`config.mk`:
```
export PLATFORM = sky130hd
export DESIGN_NAME = fnv_fmix_key_hash_core
export DESIGN_NICKNAME = d
export VERILOG_FILES = /design/src/rtl/fkh_pkg.sv /design/src/rtl/fnv_fmix_key_hash_core.sv /design/src/rtl/fkh_front.sv /design/src/rtl/fkh_queue.sv /design/src/rtl/fkh_back.sv
export SDC_FILE = /design/constraint.sdc
export NUM_CORES = 2
export LEC_CHECK = 0
export ABC_CLOCK_PERIOD_IN_PS = 16500
export BUFFER_PORTS_ARGS = -buffer_cell sky130_fd_sc_hd__buf_4
export CAP_MARGIN = 5
export CORE_MARGIN = 4
export CORE_UTILIZATION = 50
export DETAILED_ROUTE_END_ITERATION = 6
export PLACE_DENSITY = 0.65
export RECOVER_POWER = 50
export SYNTH_ARGS = -nofsm -noshare
export SYNTH_HDL_FRONTEND = slang
export SYNTH_HIERARCHICAL = 1
export SYNTH_SLANG_ARGS = --single-unit
```
`constraint.sdc`:
```
create_clock -name i_clk -period 16.5 [get_ports i_clk]
set_clock_uncertainty 0.15 [all_clocks]
set_input_delay 0.825 -clock i_clk [delete_from_list [all_inputs] [get_ports i_clk]]
set_output_delay 0.825 -clock i_clk [all_outputs]
set_load 0.05 [all_outputs]
```
`src/rtl/fkh_pkg.sv`:
```
// ----------------------------------------------------------------------------
// fkh_pkg
// Shared constants, types and the FNV prime multiply for the key hash core.
// ----------------------------------------------------------------------------
package fkh_pkg;

    // fnv-1a 64-bit constants
    localparam logic [63:0] FNV_BASIS       = 64'hCBF2_9CE4_8422_2325;
    // prime is 2^40 + 0x1b3
    localparam logic [63:0] FNV_PRIME_LO    = 64'h0000_0000_0000_01B3;
    localparam int          FNV_PRIME_SHIFT = 40;

    // murmur3 fmix64 constants
    localparam logic [63:0] FMIX_C1    = 64'hFF51_AFD7_ED55_8CCD;
    localparam logic [63:0] FMIX_C2    = 64'hC4CE_B9FE_1A85_EC53;
    localparam int          FMIX_SHIFT = 33;
    localparam int          TYPE_SHIFT = 16;

    // finalizer round count (two multiply rounds)
    localparam int          ROUND_W    = 2;
    localparam logic [ROUND_W-1:0] ROUND_FIRST = 2'd0;
    localparam logic [ROUND_W-1:0] ROUND_LAST  = 2'd2;

    // queue between front and back
    localparam int QUEUE_DEPTH = 2;
    localparam int QPTR_W      = (QUEUE_DEPTH > 1) ? $clog2(QUEUE_DEPTH) : 1;
    localparam int QCNT_W      = $clog2(QUEUE_DEPTH + 1);

    // one finished name waiting for finalization
    typedef struct packed {
        logic [63:0] hash;
        logic [15:0] query_type;
        logic [15:0] query_class;
    } t_key_entry;

    // queue status seen by both sides
    typedef struct packed {
        logic full;
        logic empty;
    } t_queue_stat;

    // finalizer sequencer states
    typedef enum logic [2:0] {
        ST_IDLE,
        ST_SHIFT,
        ST_MUL_LL,
        ST_MUL_HL,
        ST_MUL_LH
    } t_fin_state;

    // multiply by the fnv 64-bit prime, modulo 2^64
    function automatic logic [63:0] fnv_mul(input logic [63:0] x);
        logic [63:0] lo;
        lo = x * FNV_PRIME_LO;
        return (x << FNV_PRIME_SHIFT) + lo;
    endfunction

endpackage

```
`src/rtl/fnv_fmix_key_hash_core.sv`:
```
// ----------------------------------------------------------------------------
// fnv_fmix_key_hash_core
// Owner-name key hash: FNV-1a 64 over the name bytes with type and class
// mixed in, finished by the fmix64 finalizer.
// ----------------------------------------------------------------------------
// path: a last byte's hash goes through the queue and the finalizer states
//   into the result register; throughput: one byte per cycle while the queue
//   has room; the finalizer works on one key at a time on one shared 32x32
//   multiplier, and a two-entry queue lets it overlap new names
// reset: synchronous, active low; the running hash returns to the offset
//   basis, queue and result register empty, no pass over storage needed
module fnv_fmix_key_hash_core (
    input  logic        i_clk,
    input  logic        i_rst_n,
    input  logic        push,
    output logic        full,
    input  logic [7:0]  i_owner_byte,
    input  logic        i_last_byte,
    input  logic [15:0] i_query_type,
    input  logic [15:0] i_query_class,
    output logic        empty,
    input  logic        pop,
    output logic [63:0] o_key_hash
);

    fkh_pkg::t_queue_stat q_stat;
    fkh_pkg::t_key_entry  q_in;
    fkh_pkg::t_key_entry  q_head;
    logic                 q_push;
    logic                 q_pop;

    // byte folder
    fkh_front u_front (
        .i_clk         (i_clk),
        .i_rst_n       (i_rst_n),
        .i_push        (push),
        .i_owner_byte  (i_owner_byte),
        .i_last_byte   (i_last_byte),
        .i_query_type  (i_query_type),
        .i_query_class (i_query_class),
        .i_stat        (q_stat),
        .o_q_push      (q_push),
        .o_q_entry     (q_in)
    );

    // queue of finished name hashes
    fkh_queue u_queue (
        .i_clk   (i_clk),
        .i_rst_n (i_rst_n),
        .i_push  (q_push),
        .i_entry (q_in),
        .i_pop   (q_pop),
        .o_head  (q_head),
        .o_stat  (q_stat)
    );

    // finalizer and result register
    fkh_back u_back (
        .i_clk      (i_clk),
        .i_rst_n    (i_rst_n),
        .i_head     (q_head),
        .i_stat     (q_stat),
        .o_q_pop    (q_pop),
        .i_pop      (pop),
        .o_empty    (empty),
        .o_key_hash (o_key_hash)
    );

    assign full = q_stat.full;

endmodule

```
`src/rtl/fkh_front.sv`:
```
// ----------------------------------------------------------------------------
// fkh_front
// Folds one owner byte per beat into the running FNV-1a hash and hands the
// hash of a finished name to the queue.
// ----------------------------------------------------------------------------
module fkh_front (
    input  logic                  i_clk,
    input  logic                  i_rst_n,
    input  logic                  i_push,
    input  logic [7:0]            i_owner_byte,
    input  logic                  i_last_byte,
    input  logic [15:0]           i_query_type,
    input  logic [15:0]           i_query_class,
    input  fkh_pkg::t_queue_stat  i_stat,
    output logic                  o_q_push,
    output fkh_pkg::t_key_entry   o_q_entry
);

    logic [63:0] r_hash;
    logic [63:0] n_hash;
    logic [63:0] folded;
    logic        accept;

    // byte fold
    assign accept = i_push && !i_stat.full;
    assign folded = fkh_pkg::fnv_mul(r_hash ^ {56'h0, i_owner_byte});

    always_comb begin
        n_hash = r_hash;
        if (accept) begin
            n_hash = i_last_byte ? fkh_pkg::FNV_BASIS : folded;
        end
    end

    // running hash register
    always_ff @(posedge i_clk) begin
        if (!i_rst_n) begin
            r_hash <= fkh_pkg::FNV_BASIS;
        end else begin
            r_hash <= n_hash;
        end
    end

    // hand off on the last byte
    assign o_q_push              = accept && i_last_byte;
    assign o_q_entry.hash        = folded;
    assign o_q_entry.query_type  = i_query_type;
    assign o_q_entry.query_class = i_query_class;

endmodule

```
`src/rtl/fkh_queue.sv`:
```
// ----------------------------------------------------------------------------
// fkh_queue
// Short queue of finished name hashes between the byte folder and the
// finalizer.
// ----------------------------------------------------------------------------
module fkh_queue (
    input  logic                  i_clk,
    input  logic                  i_rst_n,
    input  logic                  i_push,
    input  fkh_pkg::t_key_entry   i_entry,
    input  logic                  i_pop,
    output fkh_pkg::t_key_entry   o_head,
    output fkh_pkg::t_queue_stat  o_stat
);

    fkh_pkg::t_key_entry r_mem [fkh_pkg::QUEUE_DEPTH];

    logic [fkh_pkg::QPTR_W-1:0] r_wr_ptr;
    logic [fkh_pkg::QPTR_W-1:0] r_rd_ptr;
    logic [fkh_pkg::QCNT_W-1:0] r_count;
    logic [fkh_pkg::QPTR_W-1:0] n_wr_ptr;
    logic [fkh_pkg::QPTR_W-1:0] n_rd_ptr;
    logic [fkh_pkg::QCNT_W-1:0] n_count;
    logic                       do_push;
    logic                       do_pop;

    // status
    assign o_stat.full  = (r_count == fkh_pkg::QCNT_W'(fkh_pkg::QUEUE_DEPTH));
    assign o_stat.empty = (r_count == '0);
    assign do_push      = i_push && !o_stat.full;
    assign do_pop       = i_pop && !o_stat.empty;
    assign o_head       = r_mem[r_rd_ptr];

    // pointer and count update
    always_comb begin
        n_wr_ptr = r_wr_ptr;
        n_rd_ptr = r_rd_ptr;
        n_count  = r_count;
        if (do_push) begin
            n_wr_ptr = (r_wr_ptr == fkh_pkg::QPTR_W'(fkh_pkg::QUEUE_DEPTH - 1)) ?
                       '0 : r_wr_ptr + 1'b1;
        end
        if (do_pop) begin
            n_rd_ptr = (r_rd_ptr == fkh_pkg::QPTR_W'(fkh_pkg::QUEUE_DEPTH - 1)) ?
                       '0 : r_rd_ptr + 1'b1;
        end
        if (do_push && !do_pop) begin
            n_count = r_count + 1'b1;
        end else if (do_pop && !do_push) begin
            n_count = r_count - 1'b1;
        end
    end

    always_ff @(posedge i_clk) begin
        if (!i_rst_n) begin
            r_wr_ptr <= '0;
            r_rd_ptr <= '0;
            r_count  <= '0;
        end else begin
            r_wr_ptr <= n_wr_ptr;
            r_rd_ptr <= n_rd_ptr;
            r_count  <= n_count;
        end
    end

    // entry storage
    always_ff @(posedge i_clk) begin
        if (do_push) begin
            r_mem[r_wr_ptr] <= i_entry;
        end
    end

endmodule

```
`src/rtl/fkh_back.sv`:
```
// ----------------------------------------------------------------------------
// fkh_back
// Mixes type and class into a queued name hash, runs the fmix64 finalizer on
// one shared 32x32 multiplier and holds the key in an output register.
// ----------------------------------------------------------------------------
module fkh_back (
    input  logic                  i_clk,
    input  logic                  i_rst_n,
    input  fkh_pkg::t_key_entry   i_head,
    input  fkh_pkg::t_queue_stat  i_stat,
    output logic                  o_q_pop,
    input  logic                  i_pop,
    output logic                  o_empty,
    output logic [63:0]           o_key_hash
);

    fkh_pkg::t_fin_state           r_state;
    fkh_pkg::t_fin_state           n_state;
    logic [fkh_pkg::ROUND_W-1:0]   r_round;
    logic [fkh_pkg::ROUND_W-1:0]   n_round;
    logic [63:0]                   r_x;
    logic [63:0]                   n_x;
    logic [63:0]                   r_acc;
    logic [63:0]                   n_acc;
    logic                          r_out_valid;
    logic [63:0]                   r_key;

    logic [63:0] mixed;
    logic [63:0] shifted;
    logic [63:0] mul_c;
    logic [31:0] mul_a;
    logic [31:0] mul_b;
    logic [63:0] prod;
    logic        out_pop;
    logic        ld_out;

    // type and class mix-in of a queued name hash
    assign mixed = fkh_pkg::fnv_mul(i_head.hash ^
                       (64'(i_head.query_type) << fkh_pkg::TYPE_SHIFT))
                   ^ 64'(i_head.query_class);

    // xor-shift step
    assign shifted = r_x ^ (r_x >> fkh_pkg::FMIX_SHIFT);

    // shared multiplier: low 64 bits built from three 32x32 partial products
    assign mul_c = (r_round == fkh_pkg::ROUND_FIRST) ? fkh_pkg::FMIX_C1 : fkh_pkg::FMIX_C2;
    assign mul_a = (r_state == fkh_pkg::ST_MUL_HL) ? r_x[63:32] : r_x[31:0];
    assign mul_b = (r_state == fkh_pkg::ST_MUL_LH) ? mul_c[63:32] : mul_c[31:0];
    assign prod  = mul_a * mul_b;

    assign out_pop = i_pop && r_out_valid;

    // sequencer next state
    always_comb begin
        n_state = r_state;
        n_round = r_round;
        n_x     = r_x;
        n_acc   = r_acc;
        o_q_pop = 1'b0;
        ld_out  = 1'b0;
        unique case (r_state)
            fkh_pkg::ST_IDLE: begin
                if (!i_stat.empty) begin
                    o_q_pop = 1'b1;
                    n_x     = mixed;
                    n_round = fkh_pkg::ROUND_FIRST;
                    n_state = fkh_pkg::ST_SHIFT;
                end
            end
            fkh_pkg::ST_SHIFT: begin
                if (r_round == fkh_pkg::ROUND_LAST) begin
                    if (!r_out_valid || out_pop) begin
                        ld_out  = 1'b1;
                        n_state = fkh_pkg::ST_IDLE;
                    end
                end else begin
                    n_x     = shifted;
                    n_state = fkh_pkg::ST_MUL_LL;
                end
            end
            fkh_pkg::ST_MUL_LL: begin
                n_acc   = prod;
                n_state = fkh_pkg::ST_MUL_HL;
            end
            fkh_pkg::ST_MUL_HL: begin
                n_acc   = r_acc + {prod[31:0], 32'h0};
                n_state = fkh_pkg::ST_MUL_LH;
            end
            fkh_pkg::ST_MUL_LH: begin
                n_x     = r_acc + {prod[31:0], 32'h0};
                n_round = r_round + 1'b1;
                n_state = fkh_pkg::ST_SHIFT;
            end
            default: begin
                n_state = fkh_pkg::ST_IDLE;
            end
        endcase
    end

    // sequencer registers
    always_ff @(posedge i_clk) begin
        if (!i_rst_n) begin
            r_state <= fkh_pkg::ST_IDLE;
            r_round <= fkh_pkg::ROUND_FIRST;
        end else begin
            r_state <= n_state;
            r_round <= n_round;
        end
    end

    // datapath registers
    always_ff @(posedge i_clk) begin
        r_x   <= n_x;
        r_acc <= n_acc;
    end

    // output register
    always_ff @(posedge i_clk) begin
        if (!i_rst_n) begin
            r_out_valid <= 1'b0;
        end else if (ld_out) begin
            r_out_valid <= 1'b1;
        end else if (out_pop) begin
            r_out_valid <= 1'b0;
        end
    end

    always_ff @(posedge i_clk) begin
        if (ld_out) begin
            r_key <= shifted;
        end
    end

    assign o_empty    = !r_out_valid;
    assign o_key_hash = r_key;

`ifndef SYNTHESIS
    a_round_range: assert property (@(posedge i_clk) disable iff (!i_rst_n)
        r_round <= fkh_pkg::ROUND_LAST)
        else $error("finalizer round out of range");

    a_load_slot_free: assert property (@(posedge i_clk) disable iff (!i_rst_n)
        ld_out |-> (!r_out_valid || i_pop))
        else $error("key loaded over an untaken beat");

    a_take_from_queue: assert property (@(posedge i_clk) disable iff (!i_rst_n)
        (r_state == fkh_pkg::ST_IDLE && !i_stat.empty) |=> r_state == fkh_pkg::ST_SHIFT)
        else $error("queued hash not taken");

    a_round_advance: assert property (@(posedge i_clk) disable iff (!i_rst_n)
        r_state == fkh_pkg::ST_MUL_LH |=>
            (r_state == fkh_pkg::ST_SHIFT && r_round == $past(r_round) + 1'b1))
        else $error("multiply round did not advance");

    a_pop_only_idle: assert property (@(posedge i_clk) disable iff (!i_rst_n)
        o_q_pop |-> (r_state == fkh_pkg::ST_IDLE && !i_stat.empty))
        else $error("queue popped outside idle");
`endif

endmodule

```
=== Word-level counts from Yosys, hierarchy flattened ===
Memories as Yosys holds them, arrays and structs flattened. A register that Yosys moved wholly into a read port is not among the register bits.
Cells that the tools add are included.

* $add $sub $neg: 8
* Reductions and logical operators: 24
* Equality and inequality tests: 9
* Mux-type cells: 29
* Multiply operators: 3
* Bitwise operators: 4

{| class="wikitable"
|+ Operators by type and width
! kind !! number
|-
| adder 64 bit || 3
|-
| 2-to-1 mux 64 bit || 3
|-
| case mux 64 bit (3 select lines) || 1
|-
| multiplier 64 x 9 -> 64 bit (second input constant) || 2
|-
| case mux 64 bit (2 select lines) || 1
|-
| multiplier 32 x 32 -> 64 bit || 1
|-
| 2-to-1 mux 32 bit || 2
|-
| XOR 64 x 16 -> 64 bit || 1
|-
| XOR 64 x 31 -> 64 bit || 1
|-
| XOR 64 x 32 -> 64 bit || 1
|-
| XOR 64 x 8 -> 64 bit || 1
|-
| 2-to-1 mux 62 bit || 1
|-
| case mux 3 bit (5 select lines) || 1
|-
| 2-to-1 mux 1 bit || 13
|-
| 2-to-1 mux 3 bit || 3
|-
| nonzero test 2 bit || 4
|-
| logical AND 1 bit || 7
|-
| equality test 3 x 2 -> 1 bit (second input constant) || 2
|-
| 2-to-1 mux 2 bit || 3
|-
| logical NOT 1 bit || 5
|-
| adder 2 x 1 -> 2 bit (second input constant) || 2
|-
| equality test 2 bit (second input constant) || 2
|-
| logical NOT 2 bit || 2
|-
| != test 2 bit (second input constant) || 2
|-
| 11 further kinds || 13
|}

* Output and inout port bits: 66
* Logic and storage cells: 88
* Flip-flop bits (word level): 266
* RAM bits: 192
* Memories kept: 1
* Bits of input ports: 45

{| class="wikitable"
|+ Memories
! memory !! depth !! width !! read ports !! clocked after Yosys merged registers in !! wr ports !! RTL line !! text
|-
| u_queue.r_mem || 2 || 96 || 1 || 1 || 1 || fkh_queue.sv:16 || <nowiki>fkh_pkg::t_key_entry r_mem [fkh_pkg::QUEUE_DEPTH];</nowiki>
|}

=== Longest topological paths before layout ===
* Depth after elaboration: 9
* Depth in mapped cells: 42
* Gate-level depth less buffers: 39

=== Cells and area by module ===
Netlist, hierarchy kept.

{| class="wikitable"
|+ By module, submodules not included
! module !! sequential area each (sq um) !! area each (sq um) !! cells each !! instances
|-
| fkh_back || 5885.6 || 49916.6 || 4936 || 1
|-
| fkh_front || 1281.2 || 14466.4 || 1617 || 1
|-
| fkh_queue || 5865.6 || 7323.3 || 324 || 1
|}

=== Worst setup path after synthesis ===
No wires, ideal clock.

* Kind: register to register
* Start point: register u_back.r_state[1]
* End point: register u_back.r_x[61], data pin
* Data arrival time: 11.090 ns
* Library setup time: 0.256 ns
* Required time: 16.094 ns
* Buffers on the path: 3
* Setup slack: 5.004 ns
* Stages on the path, launching flop included: 39
* Period minus slack after synthesis: 11.496 ns
* Cell sequence: dfxtp_1 -> clkbuf_1 -> nor2b_1 -> and2_1 -> buf_2 -> buf_1 -> mux2i_1 -> clkinv_1 -> nand2b_1 -> fa_1 -> inv_1 -> fa_1 -> fa_1 -> inv_1 -> fa_1 -> inv_1 -> fa_1 -> ha_1 -> [3 not listed] -> and3_1 -> and2_1 -> a31o_2 -> o21a_1 -> nor2_1 -> xnor2_1 -> ha_1 -> o21a_1 -> o21a_1 -> o21a_1 -> o21ai_0 -> o21bai_1 -> o41ai_2 -> a31o_1 -> nor4_2 -> nor3_1 -> xor2_1 -> a22o_1

* Cells in the longest elaborated chain, start to end: 5
* Elaborated cells between the ends (all ways): 9
* Classes of those cells: 1 x add/sub; 1 x mul; 3 x eq/ne; 3 x mux; 1 x reduce/logical

{| class="wikitable"
|+ Ends and longest elaborated chain
! what !! RTL line !! text
|-
| start: declaration || fkh_back.sv:17 || <nowiki>fkh_pkg::t_fin_state r_state;</nowiki>
|-
| start signal: assignment || fkh_back.sv:103 || <nowiki>r_state <= fkh_pkg::ST_IDLE;</nowiki>
|-
| start signal: assignment || fkh_back.sv:106 || <nowiki>r_state <= n_state;</nowiki>
|-
| equality test 3 x 2 -> 1 bit / equality test 3 bit (equally long branches) || fkh_back.sv:47, fkh_back.sv:48, fkh_back.sv:61 ||
|-
| 2-to-1 mux 32 bit, on equally long branches || fkh_back.sv:47, fkh_back.sv:48 ||
|-
| multiplier 32 x 32 -> 64 bit || fkh_back.sv:49 || <nowiki>assign prod = mul_a * mul_b;</nowiki>
|-
| adder 64 bit || fkh_back.sv:90 || <nowiki>n_x = r_acc + {prod[31:0], 32'h0};</nowiki>
|-
| case mux 64 bit (3 select lines) (*) || fkh_back.sv:61 || <nowiki>unique case (r_state)</nowiki>
|-
| net u_back.n_x[61] || fkh_back.sv:22 || <nowiki>logic [63:0] n_x;</nowiki>
|-
| end signal: assignment || fkh_back.sv:113 || <nowiki>r_x <= n_x;</nowiki>
|-
| end: declaration || fkh_back.sv:21 || <nowiki>logic [63:0] r_x;</nowiki>
|}

The timed path passes the listed nets; every way through them passes the cells marked *.
A chain may end at the register's enable or synchronous reset.

=== Worst setup path after layout ===
* Start point: register u_back.r_state[1]
* End point: register u_back.r_x[63], data pin

Same word-level chain as after synthesis.

==> flow_summary.ini <==
[layout]
fin_cells = 8813
final_nets = 8948
drive_above_1_share = 0.0483
area_growth_pct = 5.13

[critical_path]
critPathRequiredTime_ns = 16.61
ff2ff_setup_slack_ns = 3.88
crit_path_max_incr_delay_ns = 0.96
cp_max_fo = 35
crit_top_cell = fa_1
endpoint_kind = register
critical_path_class = register to register
worstSetupStartpointType = register
crit_slowest_cell = nor2b_4
cp_data_arrival_time_ns = 12.73

[clock_tree]
clk_pin_slew_ns = 0.08
cts_tree = yes
cts_resized = 0
ctsHoldBuffers = 0
clk_latency_ns = 0.61
clockBufferDepth = 3
cts-root-buf = clkbuf_16
cts.sinks = 459
cts_setup_buffers = 0
cts-htree-levels = 2
numCtsBuffers = 46

[global_route]
first_global_vias = 51352
grt_max_degree = 65
grt.overflow.total = 0
grt_pass1_wl_microns = 327000
track_usage = 0.290
antenna_found_initial = 7

[synth]
syn_inst = 6877
ys_seq_area_frac = 0.182
synth_area_per_cell_sq_um = 10.4
yosysTopAreaCell = fa_1
synth_seq_cells = 459
synth-main-ff-cell = edfxtp_1
synth_commonest_cells = 1,727 x inv_1, 1,320 x fa_1, 698 x ha_1, 384 x edfxtp_1, 312 x nand2_1
synth.most_common_cell = inv_1
synth_top_area_share = 0.369
synthTopCellsByArea = fa_1 37%, edfxtp_1 16%, ha_1 12%, inv_1 9.0%, xnor2_1 2.2%
ys.warnings.count = 6
synth-edff-count = 384
syn_nets = 8940
synth_cell_types = 111
async_flop_share = 0
synth_area_sq_mm = 0.0717

[timing]
max_clock_freq_ghz = 0.0793
finalCritPeriodShare = 0.765
fin_crit_ns = 12.62
setup_viol = 0
relSlewSlack = -1.45
rsz0062_at_grt = false
maxSlewViolCount = 307
tightest_slew_ns = 3.68
hold_ws_ns = 0.271
tns_ns = 0
finalHoldViolCount = 0

[floorplan]
coreArea_sq_mm = 0.142
die_width_microns = 387
start_util = 0.505
ios = 111
rows = 138
die-height_microns = 387
die-area_sq_mm = 0.150

[placement]
dp.cells = 8727
gp_congestion = 0.977
port_buffers = 110
dp_hpwl_microns = 186000

[job]
max-cap-violations = 9

[routing]
routedWlPerCell_microns = 24.3
dr.pass1.iters = 6
drt-total-wl_microns = 215000
remaining_drc_errors = 0
vias = 48266
routed_via_density = 5.48
drt_iter0_markers = 4063
ant_nets = 0

[outcome]
violations = max-capacitance violations, max-slew violations
status = finished, violations left

[hold_path]
min_path_type = input port to register
-- cells by family (layout without fill, tap and decap cells) --
kind of cell,after synthesis,after routing,synth area share
buf+inv,1946,1991,0.107
compound gates,882,882,0.0821
flops,459,459,0.182
xor+xnor,362,362,0.0443
fa+ha+maj,2019,2019,0.490
mux,130,130,0.0219
simple gates,1078,1078,0.0722
other cells,1,2,0.0000523
-- sequential cells by signal, summed over array words and instances, names as in the netlist, 2 cells and up, named ones only --
| name | count |
|---|---|
| u_queue/r_count | 2 |
| u_back/r_x | 64 |
| u_back/r_acc | 64 |
| u_back/r_round | 2 |
| u_back/o_key_hash | 64 |
| u_queue/r_mem | 192 |
| u_back/r_state | 3 |
| u_front/r_hash | 64 |
-- cells in the final DEF (no fill, tap or decap), types with 30 or more instances in the layout --
cell type	netlist	final
clkbuf_16	0	48
ha_1	698	694
xnor2_1	181	181
inv_1	1727	1727
nand4_1	43	43
o21a_1	30	30
buf_4	34	57
dfxtp_1	75	74
xor2_1	180	180
nor2b_1	44	41
fa_1	1320	1320
a22oi_1	58	58
nand2_1	312	310
edfxtp_1	384	384
mux2_4	40	40
clkbuf_1	128	101
and2_1	100	97
nor2_1	308	305
o21ai_0	158	158
o21bai_1	37	37
nand3_1	62	62
a21o_1	133	133
mux2_2	57	57
a21oi_1	238	238
nand2b_1	98	97
-- area by class of cell --
cell class / count / area (sq um)
fillers: 12885 / 66500
inverters: 1740 / 6530
clock buffers: 56 / 1240
diodes: 1 / 2.50
clock inverters: 29 / 236
repair buffers: 166 / 908
well taps: 1890 / 2360
flip-flops and latches: 459 / 13000
multi-input cells: 4472 / 51100
-- through the flow --
stage	setup slack (ns)	cell area [sq um]	util
5_1_grt	3.34	75400	0.531
2_1_floorplan	5.00	71700	-
3_5_place_dp	4.01	74300	0.523
6_report	3.88	75400	0.531
4_1_cts	3.97	75800	0.534
3_3_place_gp	3.89	74200	0.523
-- final timing paths --
kind,start,end,cells after the start
worst max-delay path,u_back/r_state[1],u_back/r_x[63],34
worst min-delay path,i_query_type[14],u_queue/r_mem[0][30],1
worst max register to register,u_back/r_state[1],u_back/r_x[63],34
worst min register to register,u_front/r_hash[1],u_front/r_hash[1],2
-- per-layer routing --
| layer | track usage | part of all wire | vias up |
|---|---|---|---|
| met2 | 0.451 | 0.45 | 1804 |
| met4 | 0.0913 | 0.039 | 2 |
| met3 | 0.0450 | 0.072 | 338 |
| met1 | 0.419 | 0.44 | 24562 |
| met5 | 0 | 0.000047 | - |
| li1 | - | - | 21560 |
-- worst max-delay path, delay by kind of cell (launching register included) --
kind | cells | cell delay (ns)
adders and majority gates | 10 | 4.28
and+or+nand+nor | 7 | 3.17
AOI/OAI and AO/OA | 10 | 1.92
buffers and inverters | 4 | 0.93
muxes | 1 | 0.89
DFF | 1 | 0.47
xor gates and xnor gates | 2 | 0.41
Power is not shown: default switching activity piles up to over one toggle a cycle in this logic, so the estimate is an artifact.
